===== src/sv/pfba_ffs.sv =====
// Find-first-set unit: index of the lowest set bit of a vector.
// Used for the summary words and the map words. Depends on nothing.
module pfba_ffs #(
    parameter int W = 32
) (
    input  logic [W-1:0]                   i_vec,
    output logic                           o_found,
    output logic [(W > 1 ? $clog2(W) : 1)-1:0] o_idx
);

    localparam int IW = (W > 1) ? $clog2(W) : 1;

    assign o_found = |i_vec;

    always_comb begin
        o_idx = '0;
        for (int k = W - 1; k >= 0; k--) begin
            if (i_vec[k]) begin
                o_idx = IW'(k);
            end
        end
    end

endmodule


===== config.mk =====
export PLATFORM = sky130hd
export DESIGN_NAME = pfba_ffs
export DESIGN_NICKNAME = d
export VERILOG_FILES = /design/src/sv/pfba_ffs.sv
export SDC_FILE = /design/constraint.sdc
export NUM_CORES = 1
export LEC_CHECK = 0
export BUFFER_PORTS_ARGS = -buffer_cell sky130_fd_sc_hd__buf_4
export CORE_AREA = 3 3 40 42
export DETAILED_ROUTE_END_ITERATION = 10
export DIE_AREA = 0 0 43 45
export MAX_ROUTING_LAYER = met4
export PLACE_DENSITY = 0.66
export SYNTH_ARGS = -nofsm -noshare
export SYNTH_HDL_FRONTEND = slang
export SYNTH_SLANG_ARGS = --single-unit

===== constraint.sdc =====
create_clock -name vclk -period 2.2
set_clock_uncertainty 0.2 [all_clocks]
set_input_delay 0.55 -clock vclk [all_inputs]
set_output_delay 0.55 -clock vclk [all_outputs]
set_load 0.03 [all_outputs]

[After elaboration in Yosys (flattened, before gate mapping)]
Cells that the tools add are included.
Cells by class
  muxes and demuxes: 32
  reductions and logical operators: 1
Operator list (count)
  5-bit two-way mux: 32
  32-bit OR reduction: 1
Storage, ports and cells
  input port bits: 32
  logic and storage cells: 33
  output and inout bits: 6
  flip-flop bits (word level): 0

[Longest topological paths before layout]
  depth after elaboration: 32
  mapped depth: 5

[Worst setup path before layout]
Ideal clock, no wire load.
  path kind: input port to output port
  start: in i_vec[30]
  end: out o_idx[0] (netlist name)
  path slack: -0.470 ns
  required time: 1.450 ns
  stages: 5
  buffers on the path: 0
  arrival: 1.920 ns
  cells stage by stage: nor3b_1 -> nor3_1 -> o31ai_1 -> o2111ai_1 -> a221oi_1
Between the ends
  longest elaborated chain between the ends: 31
Ends and longest elaborated chain
  start, declared: RTL line 6  | input logic [W-1:0] i_vec,
  5-bit two-way mux (31 in series): RTL line 18  | if (i_vec[k]) begin
  end, declared: RTL line 8  | output logic [(W > 1 ? $clog2(W) : 1)-1:0] o_idx
Every way passes these cells.

[Final worst setup path]
  start: in i_vec[20]
  end: out o_idx[2] (netlist name)
Between the ends
  longest elaborated chain between the ends: 21
Ends and longest elaborated chain (RTL line)
  5-bit two-way mux (21 in series): 18
Every way passes these cells.

==> flow_summary.yaml <==
outcome:
  status: "finished, violations left"
  violations: "negative setup slack"
timing:
  hold_viol: 0
  min_period_over_period: 1.148
  worst_slack_ns: -0.3262
  holdWs_ns: 1.287
  period_needed_ns: 2.526
  setup_violations: 6
  maxSlewViolCount: 0
  clock.fmax_ghz: 0.3958
  final.setup.tns_ns: -1.604
  slew_headroom: 0.7435
  rsz0062_at_grt: "true"
  tightest_slew_ns: 0.3750
layout:
  antenna_cells: 0
  design_area_mm2: 0.001049
  area_delta_synth_final_pct: 172.1
  clock_buffers: 0
  layout_common_cells: "54 x buf_4, 9 x buf_6, 8 x nor2_1"
  seq_cells: 0
  drive_above_1_share: 0.6512
  final_cells: 144
  final_common_cell: "buf_4"
  finalNetCount: 163
  regArea_um2: 0
floorplan:
  ioPinCount: 38
  start_util: 0.2999
  die-area_mm2: 0.001935
  fp.dieH_um: 45
  rows: 13
  coreArea_mm2: 0.001285
  chipWidth_um: 43
grt:
  grt_pass1_wl_um: 3201
  grt-ovfl-total: 0
  grt_max_degree: 6
  grt_use_total: 0.2145
  antenna_found_initial: 0
  grt_pass1_vias: 783
detailed_routing:
  vias_per_cell: 5.410
  firstDrtPassIters: 4
  drcViolationCount: 0
  wl_per_cell_um: 13.16
  num_vias: 779
  ant_nets: 0
  dr.first_iter.drc_count: 6
  wl_um: 1895
synthesis:
  seq_area_frac_synth: 0
  syn_area_um2: 385.4
  synth_top_area_cell: "nor4_1"
  yosysWarnings: 0
  synthesis.nets: 97
  post_synth_and_or_nand_nor_area_fraction: 0.5552
  synth-adder-area-share: 0
  syn_inst: 65
  yosysTopAreaCellShare: 0.1136
  yosys-top-cells-area: "nor4_1 11%, nor2_1 9.7%, a21oi_1 9.1%, o31ai_1 7.8%, nor3_1 6.5%"
  syn_area_per_cell_um2: 5.929
  synthMuxAreaShare: 0
  yosysUniqueCellTypes: 24
  synth_compound_area_frac: 0.3864
  synth_xor_area_frac: 0
  synth_top_family_by_area: "simple AND/OR/NAND/NOR gates"
setup_path:
  path_class: "input pin to output port"
  worstPathCellList: "buf_6 > or4_4 > a21oi_1 > o21ai_2 > nand2_1 > a21boi_2 > buf_6"
  cp_slowest_cell: "or4_4"
  cpMostUsedCell: "buf_6"
  start_kind: "input pin"
  path_max_fanout: 3
  end_kind: "output port"
  cpPeakStageDelay_ns: 0.56
  cp.required_ns: 1.45
  cp_data_arrival_time_ns: 1.78
placement:
  dp_cells: 143
  portBuffers: 38
  place_area_um2: 904.6
  hpwl_um: 1492
  place_congestion: 0.8073
power_and_ir_drop:
  leakage_nw: 0.4733
  peakVddDrop_mv: 0.1087
  power_density_mw_per_mm2: 157.9
  total_power_mw: 0.1656
worst_hold_path:
  hold_class: "input pin to output port"
clock_tree:
  cts_hold_buf: 0
run:
  cap_violations: 0
==> logic make-up after synthesis <==
logic type	after synthesis
buffers and inverters	6
AND/OR/NAND/NOR	37
AO/OA/AOI/OAI	22
==> cell usage after synthesis <==
| cell type | number |
|---|---|
| a21o_1 | 1 |
| nand2_1 | 3 |
| nor3_2 | 2 |
| o2111ai_1 | 1 |
| nor4_1 | 7 |
| or4_1 | 2 |
| o21ai_0 | 2 |
| a2111oi_0 | 2 |
| o21a_1 | 1 |
| nor2b_1 | 1 |
| a21boi_2 | 1 |
| nor3b_1 | 2 |
| inv_1 | 6 |
| nand3_1 | 1 |
| nor3_1 | 5 |
| or4_4 | 2 |
| a211oi_1 | 1 |
| o21ai_1 | 1 |
| a21oi_1 | 7 |
| nand4_1 | 1 |
| a221oi_1 | 1 |
| o31ai_1 | 4 |
| nor2_1 | 10 |
| and2_1 | 1 |
==> area by class of cell <==
class	instances	area, um^2
multi-input cells	59	485.5
inverters	6	22.52
well taps	15	18.77
repair buffers	64	521.8
fillers	91	236.5
==> worst paths after layout <==
kind	end	start	cells after the start
max	o_idx[2]	i_vec[20]	7
min	o_idx[0]	i_vec[0]	4
==> report_power, final <==
group | total (mW) | internal (mW) | switching [mW]
Sequential | 0 | 0 | 0
Clock | 0 | 0 | 0
Combinational | 0.166 | 0.0941 | 0.0715
Total | 0.166 | 0.0941 | 0.0715
==> critical path, delay by kind of cell <==
| family | cells | cell delay [ns] |
|---|---|---|
| AO/OA/AOI/OAI | 3 | 0.35 |
| buffers and inverters | 2 | 0.23 |
| AND/OR/NAND/NOR | 2 | 0.64 |
==> what timing repair did <==
action	CTS	global route
setup buffers	1	0
gates resized for setup	23	5
pin swaps	13	1
endpoints found under the setup margin	6	6
==> metal layers <==
| metal | GRT usage | routed length (um) |
|---|---|---|
| met4 | 0.01807 | 23 |
| met1 | 0.2697 | 747 |
| met2 | 0.4012 | 1019 |
| met3 | 0.003984 | 104 |
| met5 | - | 0 |
==> through the flow <==
| step | util | setup slack, ns |
|---|---|---|
| floorplan | - | -0.1855 |
| global placement | 0.7040 | -0.3343 |
| detailed placement | 0.7040 | -0.3734 |
| CTS | 0.7945 | -0.2853 |
| global route | 0.8160 | -0.3818 |
| finish | 0.8160 | -0.3262 |
(Power assumes the default switching activity.)
